==> config.mk <==
export PLATFORM = sky130hd
export DESIGN_NAME = vpa_ctrl
export DESIGN_NICKNAME = d
export VERILOG_FILES = /design/src/rtl/vpa_pkg.sv /design/src/rtl/vpa_ctrl.sv
export SDC_FILE = /design/constraint.sdc
export NUM_CORES = 1
export LEC_CHECK = 0
export BUFFER_PORTS_ARGS = -buffer_cell sky130_fd_sc_hd__buf_2
export CAP_MARGIN = 5
export CORE_AREA = 2 2 541 543
export DETAILED_ROUTE_END_ITERATION = 10
export DIE_AREA = 0 0 543 545
export SLEW_MARGIN = 40
export SYNTH_ARGS = -nofsm -noshare
export SYNTH_HDL_FRONTEND = slang
export SYNTH_SLANG_ARGS = --single-unit
export TNS_END_PERCENT = 10
==> constraint.sdc <==
create_clock -name clk -period 8.02 [get_ports clk]
set_input_delay 1.604 -clock clk [delete_from_list [all_inputs] [get_ports clk]]
set_output_delay 1.604 -clock clk [all_outputs]
set_load 0.05 [all_outputs]
==> src/rtl/vpa_pkg.sv <==
package vpa_pkg;

  localparam int MaxParts  = 32;
  localparam int SizeBits  = 16;
  localparam int OwnerBits = 8;
  localparam int CntBits   = $clog2(MaxParts + 1);
  localparam int IdxBits   = $clog2(MaxParts);

  localparam logic [1:0] ST_OK      = 2'd0;
  localparam logic [1:0] ST_NOFIT   = 2'd1;
  localparam logic [1:0] ST_INVALID = 2'd2;
  localparam logic [1:0] ST_FULL    = 2'd3;

  localparam logic [1:0] FIT_FIRST = 2'd0;
  localparam logic [1:0] FIT_BEST  = 2'd1;
  localparam logic [1:0] FIT_WORST = 2'd2;

  localparam logic REG_MEMORY_SIZE = 1'b0;
  localparam logic REG_FIT_POLICY  = 1'b1;

  // One partition entry as held in a cell.
  typedef struct packed {
    logic [SizeBits-1:0]  start;
    logic [SizeBits-1:0]  length;
    logic                 used;
    logic [OwnerBits-1:0] owner;
  } part_t;

  // Operation broadcast to every cell for one cycle.
  typedef enum logic [2:0] {
    OP_HOLD,
    OP_INIT,
    OP_SPLIT,
    OP_TAKE,
    OP_FREE,
    OP_MERGE
  } op_t;

  typedef struct packed {
    op_t                  op;
    logic [CntBits-1:0]   idx;
    logic [SizeBits-1:0]  size;
    logic [OwnerBits-1:0] owner;
  } cell_ctl_t;

endpackage

==> src/rtl/vpa_ctrl.sv <==
// Sequencer: scans the chain one slot per cycle, then issues one split, take
// or free operation to all cells, followed after a free by merge operations.
module vpa_ctrl (
  input  logic                clk,
  input  logic                rst_n,
  input  logic                in_valid,
  output logic                in_ready,
  input  logic                in_command,
  input  logic [vpa_pkg::OwnerBits-1:0] in_owner_id,
  input  logic [vpa_pkg::SizeBits-1:0]  in_request_size,
  output logic                out_valid,
  input  logic                out_ready,
  output logic [1:0]          out_status,
  output logic [vpa_pkg::SizeBits-1:0] out_start_address,
  input  logic                cfg_init,
  input  logic [1:0]          fit_policy,
  input  vpa_pkg::part_t      parts [vpa_pkg::MaxParts],
  output vpa_pkg::cell_ctl_t  ctl
);

  typedef enum logic [2:0] {S_IDLE, S_SCAN, S_APPLY, S_RSCAN, S_MERGE, S_DONE} state_t;

  state_t state_r;
  logic [vpa_pkg::CntBits-1:0]   count_r, k_r, pick_r;
  logic                          found_r, cmd_r;
  logic [vpa_pkg::OwnerBits-1:0] owner_r;
  logic [vpa_pkg::SizeBits-1:0]  size_r, best_r;
  logic [1:0]                    status_r;
  logic [vpa_pkg::SizeBits-1:0]  addr_r;
  vpa_pkg::part_t                cur, nxt;
  logic                          fits, better;
  logic                          split_need;

  // Slot under the scan pointer and its right neighbor.
  assign cur = parts[k_r[vpa_pkg::IdxBits-1:0]];
  assign nxt = parts[vpa_pkg::IdxBits'(k_r + 1'b1)];
  assign fits = !cur.used && cur.length >= size_r;
  // The chosen slot is longer than the request, so a remainder must be split off.
  assign split_need = parts[pick_r[vpa_pkg::IdxBits-1:0]].length != size_r;
  always_comb begin
    case (fit_policy)
      vpa_pkg::FIT_BEST:  better = cur.length < best_r;
      vpa_pkg::FIT_WORST: better = cur.length > best_r;
      default:            better = 1'b0;
    endcase
  end

  assign in_ready          = (state_r == S_IDLE);
  assign out_valid         = (state_r == S_DONE);
  assign out_status        = status_r;
  assign out_start_address = addr_r;

  // Cell command for this cycle.
  always_comb begin
    ctl       = '0;
    ctl.op    = vpa_pkg::OP_HOLD;
    ctl.idx   = pick_r;
    ctl.size  = size_r;
    ctl.owner = owner_r;
    if (cfg_init) ctl.op = vpa_pkg::OP_INIT;
    else if (state_r == S_APPLY) begin
      if (cmd_r) ctl.op = vpa_pkg::OP_FREE;
      else ctl.op = split_need ? vpa_pkg::OP_SPLIT : vpa_pkg::OP_TAKE;
    end else if (state_r == S_MERGE && k_r + 1'b1 < count_r && !cur.used && !nxt.used) begin
      ctl.op  = vpa_pkg::OP_MERGE;
      ctl.idx = k_r;
    end
  end

  always_ff @(posedge clk) begin
    if (!rst_n) begin
      state_r <= S_IDLE;
      count_r <= vpa_pkg::CntBits'(1);
    end else begin
      if (cfg_init) count_r <= vpa_pkg::CntBits'(1);
      unique case (state_r)
        S_IDLE: if (in_valid) begin
          cmd_r    <= in_command;
          owner_r  <= in_owner_id;
          size_r   <= in_request_size;
          k_r      <= '0;
          found_r  <= 1'b0;
          addr_r   <= '0;
          if (!in_command && in_request_size == '0) begin
            status_r <= vpa_pkg::ST_INVALID;
            state_r  <= S_DONE;
          end else begin
            state_r <= in_command ? S_RSCAN : S_SCAN;
          end
        end
        S_SCAN: begin
          if (k_r >= count_r) begin
            if (!found_r) begin
              status_r <= vpa_pkg::ST_NOFIT;
              state_r  <= S_DONE;
            end else if (split_need &&
                         count_r >= vpa_pkg::CntBits'(vpa_pkg::MaxParts)) begin
              status_r <= vpa_pkg::ST_FULL;
              state_r  <= S_DONE;
            end else begin
              state_r <= S_APPLY;
            end
          end else begin
            if (fits && (!found_r || better)) begin
              pick_r  <= k_r;
              best_r  <= cur.length;
              found_r <= 1'b1;
            end
            if (fits && !found_r && fit_policy != vpa_pkg::FIT_BEST &&
                fit_policy != vpa_pkg::FIT_WORST) k_r <= count_r;
            else k_r <= k_r + 1'b1;
          end
        end
        S_RSCAN: begin
          if (k_r >= count_r) begin
            if (found_r) state_r <= S_APPLY;
            else begin
              status_r <= vpa_pkg::ST_INVALID;
              state_r  <= S_DONE;
            end
          end else begin
            if (cur.used && cur.owner == owner_r) found_r <= 1'b1;
            k_r <= k_r + 1'b1;
          end
        end
        S_APPLY: begin
          status_r <= vpa_pkg::ST_OK;
          k_r      <= '0;
          if (cmd_r) state_r <= S_MERGE;
          else begin
            addr_r  <= parts[pick_r[vpa_pkg::IdxBits-1:0]].start;
            if (split_need) count_r <= count_r + 1'b1;
            state_r <= S_DONE;
          end
        end
        S_MERGE: begin
          if (k_r + 1'b1 >= count_r) state_r <= S_DONE;
          else if (!cur.used && !nxt.used) count_r <= count_r - 1'b1;
          else k_r <= k_r + 1'b1;
        end
        S_DONE: if (out_ready) state_r <= S_IDLE;
        default: state_r <= S_IDLE;
      endcase
    end
  end

  // The table never holds more entries than slots, nor fewer than one.
  a_count_range: assert property (@(posedge clk) disable iff (!rst_n)
    count_r >= vpa_pkg::CntBits'(1) && count_r <= vpa_pkg::CntBits'(vpa_pkg::MaxParts))
    else $error("partition count out of range");
  // A refused allocate reports address zero.
  a_fail_addr: assert property (@(posedge clk) disable iff (!rst_n)
    out_valid && out_status != vpa_pkg::ST_OK |-> out_start_address == '0)
    else $error("nonzero address on failure");
  // A split grows the table by at most one entry.
  a_split_one: assert property (@(posedge clk) disable iff (!rst_n)
    state_r == S_APPLY && !cmd_r && !cfg_init |=> count_r - $past(count_r) <= 1)
    else $error("split grew table by more than one");

endmodule

==> results of run 1 <==
-- flip-flops by register name (all words and copies together), names as in the netlist --
| signal | flops |
|---|---|
| k_r | 6 |
| out_start_address | 16 |
| state_r | 3 |
| owner_r | 8 |
| found_r | 1 |
| cmd_r | 1 |
| out_status | 2 |
| size_r | 16 |
| count_r | 6 |
| pick_r | 6 |
| best_r | 16 |
-- area by class of cell --
class	instances	area [sq um]	area share [%]
Timing Repair Buffer	1498	7980	24.2
Antenna cell	236	591	1.79
Clock buffer	10	229	0.695
Clock inverter	6	115	0.349
Multi-Input combinational cell	1428	16600	50.3
Tap cell	3900	4880	14.8
Inverter	57	220	0.668
Sequential cell	81	2340	7.11
-- placed cells by master, fill, tap and decap left out, types with 7 or more instances in the layout --
| cell | count |
|---|---|
| buf_2 | 1396 |
| mux4_2 | 374 |
| mux2i_1 | 264 |
| diode_2 | 236 |
| nand2_1 | 141 |
| o221ai_1 | 108 |
| buf_4 | 82 |
| a21oi_1 | 74 |
| edfxtp_1 | 72 |
| inv_1 | 52 |
| o22ai_1 | 51 |
| ha_1 | 50 |
| o21ai_0 | 36 |
| nor2_1 | 34 |
| nand3_1 | 27 |
| xnor2_1 | 26 |
| a22oi_1 | 25 |
| nand4_1 | 18 |
| a21o_1 | 14 |
| buf_12 | 14 |
| a211oi_1 | 12 |
| nor3_1 | 12 |
| nand2b_1 | 11 |
| nor4_1 | 11 |
| mux2i_2 | 10 |
| clkbuf_16 | 9 |
| dfxtp_1 | 9 |
| nor2b_1 | 7 |
| and3_1 | 7 |
-- power by group through the flow --
stage	sequential (uW)	clock [uW]	combinational [uW]
after floorplan	755	0	3140
after global placement	707	0	6180
after detailed placement	707	0	6240
after CTS	698	582	6260
after global routing	703	587	6530
final	697	555	6180
-- Yosys cell counts, drive strengths merged, types with 5 or more instances --
library cell and instances:
buf 102, a21oi 74, and2 5, nand3 27
o22ai 53, xor2 5, mux4 376, o21ai 39
a21o 14, nor3 15, clkbuf 88, a22oi 25
a221oi 5, nand2 142, o21a 5, and3 8
mux2i 274, inv 54, o221ai 113, a31oi 5
nand2b 13, dfxtp 9, nor4 15, ha 50
a211oi 12, nand4 18, xnor2 26, edfxtp 72
nor2 35, or2 5, a211o 5, nor2b 10
-- worst reg2reg max path, stage by stage, from the launching register on --
cell and delay (ns):
edfxtp_1 0.38, buf_4 0.25, buf_4 0.70, buf_4 0.58, mux4_2 0.59, o22ai_1 0.16, a21oi_1 0.11, nand2_1 0.11
o21ai_1 0.28, ha_1 0.42, nand4_1 0.09, nor2_1 0.16, nand3_1 0.15, a211o_1 0.25, a32oi_1 0.64, mux2i_1 0.18
a211o_1 0.35, nor3_2 0.17, buf_4 0.36
-- logic make-up after synthesis --
| logic type | count (synthesis) | synth area share, % |
|---|---|---|
| compound gates | 382 | 13.6 |
| xor+xnor | 31 | 1.36 |
| fa+ha+maj | 50 | 3.14 |
| buf+inv | 247 | 5.80 |
| flops | 81 | 11.8 |
| mux | 654 | 56.7 |
| simple gates | 311 | 7.63 |
-- stage by stage --
stage / instances / total power [uW]
after floorplan: 1756 / 3900
after global placement: 6959 / 6880
after detailed placement: 6962 / 6940
after CTS: 6978 / 7540
after global routing: 7129 / 7820
final: 7216 / 7430
-- how the worst max path moves through the flow --
| stage | startpoint | endpoint | slack, ns | cells after the start |
|---|---|---|---|---|
| after floorplan | k_r[0]$_DFFE_PP_ | best_r[0]$_DFFE_PP_ | 1.62 | 20 |
| after global placement | pick_r[1]$_DFFE_PP_ | ctl[30] | 0.31 | 12 |
| after detailed placement | parts[424] | ctl[30] | 0.42 | 11 |
| after CTS | pick_r[0]$_DFFE_PP_ | ctl[30] | 0.41 | 11 |
| after global routing | parts[424] | ctl[30] | 0.50 | 11 |
| final | parts[629] | ctl[30] | 0.56 | 11 |
-- routing by layer --
| layer | vias up | track usage (%) | wire length [um] |
|---|---|---|---|
| li1 | 10440 | - | - |
| met1 | 13133 | 18.8 | 99800 |
| met2 | 2287 | 27.2 | 121000 |
| met3 | 716 | 8.76 | 32900 |
| met4 | 152 | 9.68 | 15600 |
| met5 | - | 1.96 | 1010 |
==> results.json, run 1 <==
{
  "num_vias": 26728,
  "wl_per_cell_um": 37.4,
  "clkTransAtPathRegs_ns": 0.08,
  "r2r_cells": 18,
  "p_sw_uw": 4310,
  "drcViolationCount": 0,
  "cp.required_ns": 6.42,
  "crit_family": "simple AND/OR/NAND/NOR gates",
  "drive_gt1_share_pct": 63.0,
  "synth_top_flop_cell": "edfxtp_1",
  "min_to": "count_r[3]$_SDFF_PN0_",
  "ioPinCount": 1397,
  "pre_cts_ws_ns": 0.417,
  "drt-initial-drc-count": 3272,
  "synthesis.area_sq_um": 19900,
  "tns_ns": 0,
  "fin_util_pct": 11.4,
  "syn_area_per_cell_sq_um": 11.3,
  "initial_utilization_pct": 6.86,
  "powerDensity_nw_per_um2": 226,
  "async_flop_share_pct": 0,
  "grt_pass1_wl_um": 318000,
  "postCtsResizedCells": 0,
  "final_area_sq_um": 32900,
  "rsz0062_at_grt": "no",
  "status": "complete, no violations",
  "endpoint_kind": "output port",
  "dieHeight_um": 545,
  "post-dp-hpwl_um": 243000,
  "grt_max_degree": 127,
  "critPathMaxStageDelay_ns": 0.67,
  "max_slew.worst_pin.slew_ns": 1.06,
  "die_area_sq_um": 296000,
  "hold_viol_final": 0,
  "synth.distinct_cells": 74,
  "netlist_instances": 1756,
  "worstPathArrival_ns": 5.86,
  "dpl_cell_area_sq_um": 31900,
  "p_clk_share_pct": 7.5,
  "cts_tree": "built",
  "crit_fanout": 12,
  "synth_seq_area_share_pct": 11.8,
  "hold_depth": 2,
  "synth_edf_count": 72,
  "p_comb_share_pct": 83.2,
  "cpMaxStageDelayCell": "nor4_4",
  "cts_root_buffer": "clkbuf_16",
  "max_slew_margin_pct": 29.6,
  "drtPass1Iterations": 6,
  "final.period_utilization_pct": 93.1,
  "finalCriticalPeriod_ns": 7.46,
  "ys_ff_latch": 81,
  "dieWidth_um": 543,
  "routed_wl_um": 270000,
  "swShare_pct": 58.0,
  "ys_top_cells_by_area": "mux4_2 42%, mux2i_1 14%, edfxtp_1 11%, o221ai_1 5.0%, ha_1 3.1%",
  "first_global_vias": 24849,
  "ant_nets": 0,
  "ctsHoldBuffers": 0,
  "peakVddDrop_mv": 0.225,
  "max_freq_mhz": 134,
  "drv_cap": 0,
  "synth_top_area_share_pct": 42.3,
  "hold_start": "count_r[3]$_SDFF_PN0_",
  "synth_area_leader_cell": "mux4_2",
  "synth_fp_nets": 3150,
  "yosysWarnings": 0,
  "grt-ovfl-total": 0,
  "num_rows": 198,
  "leakage_uw": 0.0130,
  "port_buffers": 1396,
  "grt_antenna_before_repair": 396,
  "nets": 4469,
  "core_area_sq_um": 290000,
  "area_growth_pct": 65.5,
  "whs_ns": 0.612,
  "p_int_uw": 3120,
  "post_cts_buffers": 0,
  "gp_congestion": 0.962,
  "cts-buffers-inserted": 9,
  "cts.sinks": 81,
  "fill_cells": 33493,
  "hold_class": "reg -> reg",
  "clock_path_buffers": 2,
  "timing.rr.end": "best_r[14]$_DFFE_PP_",
  "reg2reg_slack_ns": 1.71,
  "drv_slew": 0,
  "h-tree-depth": 3,
  "via_per_inst": 3.70,
  "worst-path-buf-inv": 2,
  "setup_viol": 0,
  "fin_ws_ns": 0.555,
  "startpoint_type": "primary input",
  "fin_skew_ns": 0.0146,
  "grt_use_total_pct": 17.4,
  "cp_cell_sequence": "buf_2, mux2i_1, nand2_1, nand3_1, nand4_1, xnor2_1, nand4_1, nor4_4, and2_4, a211o_1, buf_2",
  "crit_type": "in -> out",
  "rr_startpoint": "k_r[0]$_DFFE_PP_",
  "clkLatencyLatePin_ns": 0.42,
  "seq_power_share_pct": 9.4
}
No activity file was read; power rests on OpenSTA's default activity.
==> run 2, diff against run 1 <==
--- a/config.mk
+++ b/config.mk
@@ -10,6 +10,7 @@
 export CORE_AREA = 2 2 541 543
 export DETAILED_ROUTE_END_ITERATION = 10
 export DIE_AREA = 0 0 543 545
+export RECOVER_POWER = 50
 export SLEW_MARGIN = 40
 export SYNTH_ARGS = -nofsm -noshare
 export SYNTH_HDL_FRONTEND = slang
==> run 2 against run 1 <==
Against the previous run:
- the flow now finishes with violations (capacitance limit, slew limit)
- total power barely moved
- critical path depth is the same
- clock-buffer cell count is the same
- via count grew 0.23%
- non-clock buffer count unchanged
- wire length about the same
- flip-flop and latch count is the same
- final cell count hardly changed
- setup slack better by 0.025 ns
- sequential power up 0.6%
- critical path type unchanged
- highest routed layer unchanged
==> results.json, run 2 (same netlist as run 1, synthesis figures left out) <==
{
  "powerDensity_nw_per_um2": 226,
  "p_clk_share_pct": 7.5,
  "routed.top_layer": "met5",
  "fin_ws_ns": 0.580,
  "rr_startpoint": "k_r[2]$_DFFE_PP_",
  "post-dp-hpwl_um": 243000,
  "drcViolationCount": 0,
  "grt_max_degree": 127,
  "core_area_sq_um": 290000,
  "critPathMaxStageDelay_ns": 0.66,
  "dieWidth_um": 543,
  "r2r_cells": 15,
  "timing.rr.end": "best_r[14]$_DFFE_PP_",
  "pre_cts_ws_ns": 0.417,
  "max_slew.worst_pin.slew_ns": 2.60,
  "worstPathArrival_ns": 5.84,
  "tns_ns": 0,
  "status": "finished, violations left",
  "max_slew_margin_pct": -73.2,
  "fin_skew_ns": 0.0139,
  "final_cell_mix": "1355 x buf_2, 374 x mux4_2, 264 x mux2i_1",
  "clkLatencyLatePin_ns": 0.42,
  "setup_viol": 0,
  "finalCriticalPeriod_ns": 7.44,
  "num_rows": 198,
  "die_area_sq_um": 296000,
  "cts_tree": "built",
  "min_to": "count_r[3]$_SDFF_PN0_",
  "ant_nets": 0,
  "violations": "capacitance limit, slew limit",
  "power.total_uw": 7430,
  "endpoint_kind": "output port",
  "routed_wl_um": 270000,
  "cp.required_ns": 6.42,
  "met1Wirelength_um": 100000,
  "drv_cap": 2,
  "rsz0062_at_grt": "no",
  "hold_start": "count_r[3]$_SDFF_PN0_",
  "p_comb_share_pct": 83.1,
  "first_global_vias": 24849,
  "nets": 4469,
  "cts_root_buffer": "clkbuf_16",
  "hold_viol_final": 0,
  "startpoint_type": "primary input",
  "postCtsResizedCells": 0,
  "dr_wl_met2_um": 121000,
  "wl_per_cell_um": 37.5,
  "crit_fanout": 12,
  "p_sw_uw": 4310,
  "num_vias": 26789,
  "layout_commonest_cell": "buf_2",
  "drive_gt1_share_pct": 61.5,
  "cp_cell_sequence": "buf_2, mux2i_1, nand2_1, nand3_1, nand4_1, xnor2_1, nand4_1, nor4_4, and2_4, a211o_1, buf_2",
  "leakage_uw": 0.0128,
  "via_per_inst": 3.71,
  "seq_power_share_pct": 9.4,
  "peakVddDrop_mv": 0.227,
  "grt-ovfl-total": 0,
  "crit_type": "in -> out",
  "hold_class": "reg -> reg",
  "final_area_sq_um": 32900,
  "p_int_uw": 3110,
  "cts-buffers-inserted": 9,
  "drv_slew": 52,
  "swShare_pct": 58.1,
  "port_buffers": 1396,
  "worst-path-buf-inv": 2,
  "wl_met3_um": 32800,
  "final.period_utilization_pct": 92.8,
  "ctsHoldBuffers": 0,
  "reg2reg_slack_ns": 1.45,
  "cts.sinks": 81,
  "grt_pass1_wl_um": 318000,
  "cpMaxStageDelayCell": "nor4_4",
  "initial_utilization_pct": 6.86,
  "drt-initial-drc-count": 3012,
  "crit_family": "simple AND/OR/NAND/NOR gates",
  "hold_depth": 2,
  "max_freq_mhz": 134,
  "clkTransAtPathRegs_ns": 0.08,
  "fill_cells": 33518,
  "clock_path_buffers": 2,
  "h-tree-depth": 3,
  "dpl_cell_area_sq_um": 31900,
  "gp_congestion": 0.962,
  "drtPass1Iterations": 5,
  "post_cts_buffers": 0,
  "dieHeight_um": 545,
  "area_growth_pct": 65.2,
  "ioPinCount": 1397,
  "grt_antenna_before_repair": 397,
  "grt_use_total_pct": 17.4
}
## run 2: cell count changes in the layout (fill, tap and decap cells not counted)
cell      change
buf_4         -4
clkbuf_1     +45
nor3_2        -1
buf_2        -41
nor3_1        +1
diode_2       -1
## run 2: power groups by stage
stage / clock network (uW) / logic [uW] / registers [uW]
finish: 554 / 6170 / 701
global route: 587 / 6520 / 706
CTS: 582 / 6260 / 698
detailed placement: 0 / 6240 / 707
global placement: 0 / 6180 / 707
floorplan: 0 / 3140 / 755
## run 2: routing by layer
layer	track usage, %	vias up
met5	1.96	-
met3	8.76	728
met1	18.8	13194
met2	27.2	2276
li1	-	10443
met4	9.68	148
## run 2: worst max-delay path by stage
stage	startpoint	slack, ns	cells after the start	to
final	parts[629]	0.58	11	ctl[30]
after global routing	parts[424]	0.50	11	ctl[30]
after CTS	pick_r[0]$_DFFE_PP_	0.41	11	ctl[30]
after detailed placement	parts[424]	0.42	11	ctl[30]
after global placement	pick_r[1]$_DFFE_PP_	0.31	12	ctl[30]
after floorplan	k_r[0]$_DFFE_PP_	1.62	20	best_r[0]$_DFFE_PP_
## run 2: tightest hold or removal path: stages, from the launching register on
cell and delay [ns]:
dfxtp_1 0.37, nand4b_1 0.12, a31oi_1 0.07
## run 2: metrics by stage
stage / util (%) / instances / hold slack [ns]
after floorplan: - / 1756 / 0.449
after global placement: 11.0 / 6959 / 0.600
after detailed placement: 11.0 / 6962 / 0.602
after CTS: 11.1 / 6978 / 0.613
after global routing: 11.3 / 7129 / 0.643
final: 11.3 / 7215 / 0.615
## run 2: area by class of cell
type | count | area (sq um) | area share (%)
Tap cell | 3900 | 4880 | 14.8
Multi-Input combinational cell | 1428 | 16600 | 50.4
Antenna cell | 235 | 588 | 1.79
Clock inverter | 6 | 115 | 0.350
Inverter | 57 | 220 | 0.670
Sequential cell | 81 | 2340 | 7.13
Clock buffer | 10 | 229 | 0.697
Timing Repair Buffer | 1498 | 7920 | 24.1
