$ cat config.mk
export PLATFORM = sky130hd
export DESIGN_NAME = vpa_cell
export DESIGN_NICKNAME = d
export VERILOG_FILES = /design/src/rtl/vpa_pkg.sv /design/src/rtl/vpa_cell.sv
export SDC_FILE = /design/constraint.sdc
export NUM_CORES = 1
export LEC_CHECK = 0
export BUFFER_PORTS_ARGS = -buffer_cell sky130_fd_sc_hd__buf_2
export CORE_MARGIN = 3
export CORE_UTILIZATION = 34
export CTS_CLUSTER_DIAMETER = 100
export DETAILED_ROUTE_END_ITERATION = 8
export HOLD_SLACK_MARGIN = 0.15
export PLACE_DENSITY = 0.56
export SETUP_SLACK_MARGIN = 0.3
export SLEW_MARGIN = 25
export SYNTH_ARGS = -nofsm -noshare
export SYNTH_HDL_FRONTEND = slang
export SYNTH_SLANG_ARGS = --single-unit
$ cat constraint.sdc
create_clock -name clk -period 9.15 [get_ports clk]
set_clock_uncertainty 0.2 [all_clocks]
set_input_delay 1.3725 -clock clk [delete_from_list [all_inputs] [get_ports clk]]
set_output_delay 1.3725 -clock clk [all_outputs]
set_load 0.02 [all_outputs]
$ cat src/rtl/vpa_pkg.sv
package vpa_pkg;

  localparam int MaxParts  = 32;
  localparam int SizeBits  = 16;
  localparam int OwnerBits = 8;
  localparam int CntBits   = $clog2(MaxParts + 1);
  localparam int IdxBits   = $clog2(MaxParts);

  localparam logic [1:0] ST_OK      = 2'd0;
  localparam logic [1:0] ST_NOFIT   = 2'd1;
  localparam logic [1:0] ST_INVALID = 2'd2;
  localparam logic [1:0] ST_FULL    = 2'd3;

  localparam logic [1:0] FIT_FIRST = 2'd0;
  localparam logic [1:0] FIT_BEST  = 2'd1;
  localparam logic [1:0] FIT_WORST = 2'd2;

  localparam logic REG_MEMORY_SIZE = 1'b0;
  localparam logic REG_FIT_POLICY  = 1'b1;

  // One partition entry as held in a cell.
  typedef struct packed {
    logic [SizeBits-1:0]  start;
    logic [SizeBits-1:0]  length;
    logic                 used;
    logic [OwnerBits-1:0] owner;
  } part_t;

  // Operation broadcast to every cell for one cycle.
  typedef enum logic [2:0] {
    OP_HOLD,
    OP_INIT,
    OP_SPLIT,
    OP_TAKE,
    OP_FREE,
    OP_MERGE
  } op_t;

  typedef struct packed {
    op_t                  op;
    logic [CntBits-1:0]   idx;
    logic [SizeBits-1:0]  size;
    logic [OwnerBits-1:0] owner;
  } cell_ctl_t;

endpackage

$ cat src/rtl/vpa_cell.sv
// One table slot. Slots shift right on a split and left on a merge, so every
// cell only talks to its two neighbors.
module vpa_cell (
  input  logic                clk,
  input  logic [vpa_pkg::CntBits-1:0] pos,
  input  vpa_pkg::cell_ctl_t  ctl,
  input  vpa_pkg::part_t      left_i,
  input  vpa_pkg::part_t      right_i,
  input  logic [vpa_pkg::SizeBits-1:0] init_len,
  output vpa_pkg::part_t      part_o
);

  vpa_pkg::part_t part_r;
  vpa_pkg::part_t part_nxt;

  // Next entry value for the broadcast operation.
  always_comb begin
    part_nxt = part_r;
    case (ctl.op)
      vpa_pkg::OP_INIT: begin
        part_nxt.start  = '0;
        part_nxt.length = init_len;
        part_nxt.used   = 1'b0;
        part_nxt.owner  = '0;
      end
      vpa_pkg::OP_SPLIT: begin
        if (pos == ctl.idx) begin
          part_nxt.used  = 1'b1;
          part_nxt.owner = ctl.owner;
          if (part_r.length != ctl.size) part_nxt.length = ctl.size;
        end else if (pos == ctl.idx + 1'b1) begin
          part_nxt.start  = left_i.start + ctl.size;
          part_nxt.length = left_i.length - ctl.size;
          part_nxt.used   = 1'b0;
          part_nxt.owner  = '0;
        end else if (pos > ctl.idx) begin
          part_nxt = left_i;
        end
      end
      // An exact fit only claims the slot; nothing moves.
      vpa_pkg::OP_TAKE: begin
        if (pos == ctl.idx) begin
          part_nxt.used  = 1'b1;
          part_nxt.owner = ctl.owner;
        end
      end
      vpa_pkg::OP_FREE: begin
        if (part_r.used && part_r.owner == ctl.owner) begin
          part_nxt.used  = 1'b0;
          part_nxt.owner = '0;
        end
      end
      vpa_pkg::OP_MERGE: begin
        if (pos == ctl.idx) part_nxt.length = part_r.length + right_i.length;
        else if (pos > ctl.idx) part_nxt = right_i;
      end
      default: ;
    endcase
  end

  always_ff @(posedge clk) begin
    part_r <= part_nxt;
  end

  assign part_o = part_r;

endmodule

==> results by group, run 1 <==
Die
  – Core area: 14700 um^2
  – Die width: 129 um
  – Die span in y: 129 um
  – I/O Pins: 179
  – Starting Density: 0.352
  – FP Rows: 44
  – Die area: 16700 um^2

Finish
  – Max reg flops: 41
  – Sequential cell area: 1230 um^2
  – Design Area, Final: 6380 um^2
  – Layout Cells excl Fill: 974
  – Area grow syn2layout: 23.4%
  – Layout cells sized above 1: 0.259
  – Filler cells: 1483
  – # nets final: 983
  – Antenna cell count: 0
  – Most frequent cells in the layout: buf_2 (178), a21oi_1 (56), ha_1 (53)
  – Multi-input logic area: 3740 um^2
  – Most common cell after layout, fill and taps aside: buf_2

Routing
  – Top routing layer in use: met4
  – Drt first pass iters: 5
  – DR WL met2: 8.67 mm
  – Final ANT Viol Nets: 0
  – DRC Markers: 0
  – Vias per cell: 5.66
  – M1 WL: 7.90 mm
  – Drt initial violations: 355
  – Met3 WL: 1.24 mm
  – Via count: 5512
  – WL/cell: 18.6 um
  – Final WL: 18.1 mm

Clock tree
  – Clock sinks: 41
  – Postcts setup bufs: 0
  – Clock latency reported for the late side of the worst-skew pair: 0.29 ns
  – H-tree depth: 2
  – Max Root-Sink Buffers: 2
  – Clock transition at path regs: 0.06 ns
  – Root Driver: clkbuf_16
  – CTS tree: done
  – Number of gates resized after CTS: 0
  – CTS buffer count: 5
  – Cts hold-fix bufs: 0

Yosys
  – Seq/Total Area, Yosys: 0.238
  – Asr flop ratio synth: 0
  – Main synth FF type: edfxtp_1
  – Syn Area/Cell: 8.31 um^2
  – Yosys Warn Count: 0
  – Cells after synthesis: 622
  – Mapped Area: 5170 um^2
  – Number of flops mapped to enable cells by yosys: 41
  – Synth unique cells: 62
  – Syn nets: 816
  – #FFs+latches synth: 41

STA
  – Tmin final: 4.01 ns
  – Worst slew pin tran: 1.07 ns
  – Post-Route Setup TNS: 0 ns
  – Final setup viols: 0
  – Unrepaired setup endpoints after global routing: no
  – Final Hold Fails: 0
  – Final worst path period share: 0.438
  – Final max-slew violation count: 0
  – Slew headroom: 0.284
  – Fmax: 0.249 GHz

Setup path
  – Crit path from: ctl[8]
  – Startpoint Class: input port
  – CP Capture Point: part_o[37]
  – Reg2reg end: part_o[23]
  – Worst Path Required: 8.96 ns
  – Worst EP arrival: 3.83 ns
  – CP Max Fanout: 5
  – Crit path capture type: flip-flop
  – R2r setup slk: 6.11 ns
  – Kind of critical path: input port to flip-flop
  – Worst reg2reg path depth: 9
  – Launching point of the worst reg2reg path: part_o[9]

Placed design
  – Input/output buffers: 178
  – DP Area: 6230 um^2
  – GPL Wtd Cong: 0.899
  – Cells after DPL: 966
  – HPWL Detailed: 14.7 mm

Outcome
  – Status: finished clean

Run
  – Max_cap viols: 0

Power
  – Peak supply drop: 0.0000729 V
  – Pwr dens: 122 nW/um^2
  – Leak Pwr: 2.85 nW

Min path
  – Cells on Worst Hold Path: 4
  – Hold crit path type: flip-flop to flip-flop

Global routing
  – Vias in the first global route: 5389
  – First-pass GRT wire length: 27.6 mm
  – Total track usage: 0.208
  – Largest net degree at the start of global routing: 59
  – GRT overflow: 0
  – Initial antenna violation count: 0
-- per-stage QoR --
step	worst slack (ns)	hold slack, ns	util	total power, mW
6_report	5.14	0.708	0.434	0.777
5_1_grt	4.92	0.783	0.434	0.825
4_1_cts	4.86	0.713	0.433	0.778
3_5_place_dp	4.57	0.699	0.424	0.603
3_3_place_gp	4.68	0.688	0.424	0.598
2_1_floorplan	5.16	0.770	-	0.486
-- worst max-delay path, stage by stage --
cell and delay, ns:
buf_2 0.14, ha_1 0.25, fa_1 0.41, a21o_1 0.19
a21o_1 0.21, a21oi_1 0.23, o22ai_1 0.21, o41ai_2 0.29
xnor2_1 0.10, mux2i_1 0.30, o21ai_0 0.11
-- logic make-up (layout without fill, tap and decap cells) --
| logic type | Yosys count | in the layout | share of synthesized area |
|---|---|---|---|
| buffers and inverters | 54 | 222 | 0.0412 |
| AOI/OAI and AO/OA | 229 | 229 | 0.294 |
| muxes | 6 | 6 | 0.0119 |
| and+or+nand+nor | 167 | 167 | 0.158 |
| adders and majority gates | 56 | 56 | 0.140 |
| DFF | 41 | 41 | 0.238 |
| xor gates and xnor gates | 69 | 69 | 0.117 |
-- power breakdown --
group | leakage (nW) | internal, mW | switching, mW | total [mW]
Sequential | 0.373 | 0.232 | 0.0157 | 0.247
Combinational | 2.41 | 0.150 | 0.206 | 0.356
Clock | 0.0687 | 0.0989 | 0.0755 | 0.174
Total | 2.85 | 0.481 | 0.297 | 0.777
-- cell type report --
type,count,share of cell area
flip-flops and latches,41,0.193
repair buffers,182,0.144
inverters,32,0.0188
well taps,184,0.0361
clock buffers,5,0.0196
clock inverters,3,0.00196
multi-input cells,527,0.586
-- cells in the mapped netlist (8+ instances only) --
master / n / area [um^2]
a211oi_1: 11 / 82.6
clkbuf_1: 13 / 48.8
nor2_1: 47 / 176
nand3_1: 11 / 55.1
a21o_1: 17 / 128
xnor2_1: 35 / 307
nand2_1: 48 / 180
xor2_1: 34 / 298
ha_1: 53 / 663
a21oi_1: 56 / 280
a22oi_1: 13 / 97.6
nor2b_1: 8 / 50.1
o21ai_0: 45 / 225
a31oi_1: 8 / 50.1
a22o_1: 8 / 70.1
o22ai_1: 11 / 68.8
and3_1: 13 / 81.3
buf_2: 8 / 40.0
edfxtp_1: 41 / 1230
inv_1: 31 / 116
-- how the worst min path moves through the flow --
stage	start	end	slack (ns)
floorplan	part_o[9]	part_o[9]	0.77
global placement	part_o[9]	part_o[9]	0.69
detailed placement	part_o[9]	part_o[9]	0.70
CTS	part_o[9]	part_o[9]	0.71
global route	part_o[15]	part_o[15]	0.78
finish	part_o[9]	part_o[9]	0.71
-- per-layer routing --
layer	vias up	global-route usage
met4	0	0.0488
met3	21	0.0309
met1	2584	0.277
met5	-	0
met2	217	0.355
li1	2690	-
No activity file was read; power rests on OpenSTA's default activity.
==> run 2, diff against run 1 <==
Settings changed: ABC_AREA set to 1, PLACE_DENSITY 0.56 to 0.54.
Clock period 9.15 ns to 4 ns, I/O delays scaled along.
==> run 2 against run 1 <==
  * Setup slack got worse by 3.8 ns
  * Critical path depth unchanged
  * Largest power group unchanged
  * Sequential share of layout area decreased by 3.1 points
  * Register-to-register slack got worse by 4.7 ns
  * Critical path type unchanged
  * Flip-flop and latch count unchanged
  * Final cell count increased by 52%
  * Sequential power increased by 140%
  * Combinational power increased to 2.7 times the previous value
  * Utilization decreased by 1.4 points
  * Synthesized area increased by 22%
  * Non-clock buffer count increased by 7
==> results by group, run 2 <==
Outcome
  – Status: finished clean

Yosys
  – Compound-Gate Fraction of Synth Area: 0.121 (-0.173)
  – Asr flop ratio synth: 0 (unchanged)
  – Synth Area in Simple Gates: 0.409 (+0.251)
  – Main combinational cell family by area after synthesis: simple AND/OR/NAND/NOR gates
  – Adder-Cell Fraction of Synth Area: 0.115 (-0.0252)
  – Top cells by area, synth: nand2_1 (24%), edfxtp_1 (20%), ha_1 (11%)
  – Number of flops mapped to enable cells by yosys: 41 (unchanged)
  – Synth top area share: 0.238 (-0.000652)
  – Post-Synth XOR/XNOR Area: 0.0347 (-0.0822)
  – Synth unique cells: 35 (-44%)
  – Top post-synthesis cells by count: nand2_1 (399), inv_1 (172), nor2_1 (97)
  – Main synth FF type: edfxtp_1
  – Largest area contributor in the netlist: nand2_1
  – Seq/Total Area, Yosys: 0.195 (-0.0429)
  – Mapped Area: 6300 um^2 (+22%)
  – Syn Area/Cell: 5.85 um^2 (-30%)
  – Mux share of post-synthesis cell area: 0 (-0.0119)
  – Yosys Warn Count: 0 (unchanged)
  – Syn nets: 1271 (+56%)
  – #FFs+latches synth: 41 (unchanged)
  – Cells after synthesis: 1077 (+73%)
  – Most common cell in the netlist: nand2_1

Setup path
  – Worst-path cell chain: buf_2 > inv_1 > ha_1 > nand2_1 > nor2_1 > nand3_1 > inv_2 > buf_4 > nor2_1 > o211ai_1 > nand2_1
  – Worst Path Required: 3.84 ns (-5.12 ns)
  – CP max-delay cell: inv_2
  – R2r setup slk: 1.44 ns (-4.67 ns)
  – Slowest stage delay, CP: 0.45 ns (+0.04 ns)
  – Startpoint Class: input port
  – Kind of critical path: input port to flip-flop
  – CP Max Fanout: 28 (+23)
  – Crit path capture type: flip-flop
  – Worst EP arrival: 2.54 ns (-1.29 ns)

STA
  – Fmax: 0.371 GHz
  – Final setup viols: 0 (unchanged)
  – Final hold slack: 0.379 ns (-0.329 ns)
  – Final max-slew violation count: 0 (unchanged)
  – Final worst path period share: 0.675
  – Final worst setup slack: 1.30 ns (-3.84 ns)
  – Post-Route Setup TNS: 0 ns (unchanged)
  – Unrepaired setup endpoints after global routing: no
  – Worst slew pin tran: 0.599 ns (-0.472 ns)
  – Slew headroom: 0.599 (+0.315)
  – Final Hold Fails: 0 (unchanged)
  – Tmin final: 2.70 ns

Routing
  – Drt initial violations: 535 (+51%)
  – Vias per cell: 4.76 (-16%)
  – Via count: 7044 (+28%)
  – Final ANT Viol Nets: 0 (unchanged)
  – DRC Markers: 0 (unchanged)
  – Final WL: 21.9 mm (+21%)
  – Drt first pass iters: 6 (+1)
  – WL/cell: 14.8 um (-20%)

Clock tree
  – Clock transition at path regs: 0.07 ns (about the same)
  – Root Driver: clkbuf_16
  – H-tree depth: 2 (unchanged)
  – Max Root-Sink Buffers: 2 (unchanged)
  – CTS buffer count: 5 (unchanged)
  – Clock sinks: 41 (unchanged)
  – Cts hold-fix bufs: 0 (unchanged)
  – Postcts setup bufs: 0 (unchanged)
  – Clock latency reported for the late side of the worst-skew pair: 0.29 ns (about the same)
  – CTS tree: done
  – Number of gates resized after CTS: 0 (unchanged)

Power
  – Pwr dens: 266 nW/um^2 (+120%)
  – Leak Pwr: 4.22 nW (+48%)
  – Final Power: 2.02 mW (+160%)
  – Peak supply drop: 0.000155 V (+110%)

Run
  – Max_cap viols: 0 (unchanged)

Die
  – Starting Density: 0.349 (-0.00304)
  – Die span in y: 142 um (+10%)
  – Die area: 20200 um^2 (+21%)
  – FP Rows: 49 (+11%)
  – I/O Pins: 179 (unchanged)
  – Die width: 142 um (+10%)
  – Core area: 18100 um^2 (+23%)

Placed design
  – GPL Wtd Cong: 0.911 (+1.4%)
  – Worst slack, placed: 1.01 ns (-3.56 ns)
  – Input/output buffers: 178 (unchanged)
  – HPWL Detailed: 18.6 mm (+26%)

Finish
  – Sequential cell area: 1230 um^2 (unchanged)
  – # nets final: 1444 (+47%)
  – Max reg flops: 41 (unchanged)
  – Antenna cell count: 0 (unchanged)
  – Filler cells: 1990 (+34%)
  – Most frequent cells in the layout: nand2_1 (399), buf_2 (178), inv_1 (172)
  – Area grow syn2layout: 20.6%
  – Multi-input logic area: 4290 um^2 (+15%)
  – Layout cells sized above 1: 0.169 (-0.0900)
  – Most common cell after layout, fill and taps aside: nand2_1

Global routing
  – Initial antenna violation count: 0 (unchanged)
  – Total track usage: 0.211 (+0.00281)
  – GRT overflow: 0 (unchanged)
  – Vias in the first global route: 6578 (+22%)
  – Largest net degree at the start of global routing: 38 (-36%)
  – First-pass GRT wire length: 34.0 mm (+23%)

Min path
  – Hold crit path type: input port to flip-flop
[run 2: per-stage QoR]
stage	cells	cell area, um^2	utilization
after floorplan	1077	6300	-
after global placement	1472	7430	0.411
after detailed placement	1472	7430	0.411
after CTS	1480	7600	0.420
after global routing	1480	7600	0.420
final	1480	7600	0.420
[run 2: final timing paths]
kind | start | depth (start not counted) | end
setup / recovery | ctl[29] | 11 | part_o[12]
hold / removal | right_i[34] | 3 | part_o[34]
hold reg to reg | part_o[24] | 6 | part_o[24]
setup reg to reg | part_o[9] | 10 | part_o[23]
[run 2: critical path, delay by kind of cell]
family	cells	cell delay (ns)
buffers and inverters	4	0.87
and+or+nand+nor	5	0.60
AOI/OAI and AO/OA	1	0.16
adders and majority gates	1	0.28
[run 2: routing by layer]
| layer | share of wire | global-route usage | up-vias |
|---|---|---|---|
| met5 | 0 | 0 | - |
| met4 | 0.019 | 0.0500 | 0 |
| li1 | - | - | 3795 |
| met3 | 0.059 | 0.0292 | 24 |
| met2 | 0.45 | 0.342 | 183 |
| met1 | 0.47 | 0.296 | 3042 |
[run 2: cell families after synthesis]
| kind of cell | count (synthesis) |
|---|---|
| buffers and inverters | 197 |
| AOI/OAI and AO/OA | 133 |
| adders and majority gates | 56 |
| and+or+nand+nor | 625 |
| DFF | 41 |
| xor gates and xnor gates | 25 |
[run 2: report_power, final]
group	internal, mW	total (mW)	switching, mW
sequential	0.544	0.592	0.0473
combinational	0.353	0.952	0.598
clock	0.296	0.478	0.183
total	1.19	2.02	0.828
[run 2: layout make-up]
class	instances	share of cell area
timing repair buffer	189	0.128
multi-input combinational	839	0.564
sequential	41	0.162
tap	229	0.0377
inverter	174	0.0859
clock inverter	3	0.00609
clock buffer	5	0.0165
==> run 3, diff against run 2 <==
Clock period 4 ns to 2.7 ns, I/O delays scaled along.
==> run 3 against run 2 <==
  * Setup slack worse by 0.92 ns
  * Critical path type is now flip-flop to flip-flop
  * Design area increased by 5.5%
  * Final cell count grew 1.6%
  * Highest routed layer is now met5
  * Flip-flop and latch count is the same
  * Clock power increased by 66%
  * Count of clock-buffer cells in the layout stayed put
  * Register-to-register slack got worse by 1.1 ns
  * Largest power group unchanged
  * Power is 58% higher
  * Sequential share of layout area down 0.84 points
  * Critical endpoint is now part_o[22]
==> results by group, run 3 (synthesis results as in run 2) <==
Placed design
  – GPL Wtd Cong: 0.932 (+2.3%)
  – Cells after DPL: 1484 (+0.82%)
  – Input/output buffers: 178 (unchanged)
  – HPWL Detailed: 18.9 mm (+1.5%)

STA
  – Fmax: 0.431 GHz
  – Unrepaired setup endpoints after global routing: no
  – Post-Route Setup TNS: 0 ns (unchanged)
  – Final setup viols: 0 (unchanged)
  – Tmin final: 2.32 ns
  – Final worst path period share: 0.859
  – Slew headroom: 0.642 (+0.0432)
  – Worst slew pin tran: 0.532 ns (-0.0666 ns)
  – Final Hold Fails: 0 (unchanged)
  – Final max-slew violation count: 0 (unchanged)

Finish
  – # nets final: 1467 (+1.6%)
  – Layout cells sized above 1: 0.199 (+0.0299)
  – Filler cells: 1969 (-1.1%)
  – Most common cell after layout, fill and taps aside: nand2_1
  – Most frequent cells in the layout: nand2_1 (399), buf_2 (178), inv_1 (172)
  – Layout Cells excl Fill: 1503 (+1.6%)
  – Max reg flops: 41 (unchanged)
  – Area grow syn2layout: 27.2%
  – Antenna cell count: 0 (unchanged)

Die
  – Die span in y: 142 um (unchanged)
  – Die width: 142 um (unchanged)
  – FP Rows: 49 (unchanged)
  – Die area: 20200 um^2 (unchanged)
  – Starting Density: 0.349 (unchanged)
  – I/O Pins: 179 (unchanged)
  – Core area: 18100 um^2 (unchanged)

Global routing
  – Total track usage: 0.210 (-0.000321)
  – First-pass GRT wire length: 33.6 mm (-0.97%)
  – GRT overflow: 0 (unchanged)
  – Vias in the first global route: 6452 (-1.9%)
  – Largest net degree at the start of global routing: 51 (+34%)
  – Initial antenna violation count: 1 (+1)

Setup path
  – Kind of critical path: flip-flop to flip-flop
  – Worst reg2reg path depth: 10 (unchanged)
  – CP Capture Point: part_o[22]
  – Reg2reg end: part_o[22]
  – Worst Path Required: 2.54 ns (-1.30 ns)
  – Crit path capture type: flip-flop
  – CP Max Fanout: 6 (-79%)
  – Startpoint Class: flip-flop
  – Crit path from: part_o[12]
  – Worst EP arrival: 2.16 ns (-0.38 ns)
  – Launching point of the worst reg2reg path: part_o[12]
  – R2r setup slk: 0.38 ns (-1.06 ns)

Power
  – Pwr dens: 399 nW/um^2 (+50%)
  – Peak supply drop: 0.000330 V (+110%)
  – Leak Pwr: 4.37 nW (+3.6%)

Clock tree
  – CTS buffer count: 5 (unchanged)
  – Max Root-Sink Buffers: 2 (unchanged)
  – Clock latency reported for the late side of the worst-skew pair: 0.29 ns (about the same)
  – CTS tree: done
  – Root Driver: clkbuf_16
  – H-tree depth: 2 (unchanged)
  – Clock transition at path regs: 0.06 ns (about the same)
  – Clock sinks: 41 (unchanged)
  – Cts hold-fix bufs: 0 (unchanged)

Routing
  – WL/cell: 14.8 um (+0.15%)
  – Final WL: 22.3 mm (+1.7%)
  – Drt first pass iters: 5 (-1)
  – Via count: 7172 (+1.8%)
  – Vias per cell: 4.77 (+0.26%)
  – DRC Markers: 0 (unchanged)
  – Drt initial violations: 533 (-0.37%)
  – Final ANT Viol Nets: 0 (unchanged)

Outcome
  – Status: finished clean

Min path
  – Hold crit path type: input port to flip-flop

Run
  – Max_cap viols: 0 (unchanged)
## run 3: worst min path at each step
stage	startpoint	to	cells past startpoint
global route	right_i[34]	part_o[34]	3
CTS	right_i[40]	part_o[40]	3
detailed placement	right_i[40]	part_o[40]	3
finish	right_i[40]	part_o[40]	3
global placement	right_i[36]	part_o[36]	3
floorplan	right_i[11]	part_o[11]	2
## run 3: through the flow
step	util	total power, mW	hold slack, ns	instance area (um^2)	setup slack, ns
finish	0.443	3.20	0.177	8020	0.382
global route	0.443	3.44	0.184	8020	0.282
CTS	0.431	3.13	0.167	7790	0.321
detailed placement	0.420	2.33	0.477	7600	0.0140
global placement	0.420	2.33	0.477	7600	0.0675
floorplan	-	1.83	0.388	6330	0.363
## run 3: cell type report
class	count	area, um^2	area share
Inverter	174	653	0.0814
Tap cell	229	287	0.0357
Sequential cell	41	1230	0.154
Timing Repair Buffer	212	1220	0.152
Clock buffer	5	125	0.0156
Clock inverter	3	68.8	0.00858
Multi-Input combinational cell	839	4430	0.553
## run 3: timing repair
item                       4_1_cts  5_1_grt
pin swaps                        0        2
resized for setup                4       19
setup endpoints to repair        4       36
buffers inserted                 0       11
## run 3: report_power, final
part	leakage (nW)	internal, mW	switching (mW)
Sequential	0.366	0.807	0.0705
Combinational	3.91	0.613	0.918
Clock	0.0944	0.533	0.260
## run 3: metal layers
layer | track usage | share of wire | vias to the layer above
li1 | - | - | 3837
met1 | 0.299 | 0.48 | 3139
met2 | 0.343 | 0.46 | 179
met3 | 0.0296 | 0.055 | 15
met4 | 0.0394 | 0.012 | 2
met5 | 0 | 0.00045 | -
## run 3: worst max-delay path, cell delays in order (launching register included)
cell and delay (ns):
edfxtp_1 0.43, ha_2 0.40, nand2_1 0.11, nor2_1 0.10, nand2_1 0.07, nand3_1 0.15
nand2_1 0.10, nand3_1 0.08, nand3_1 0.11, a21boi_0 0.23, nand2_1 0.07
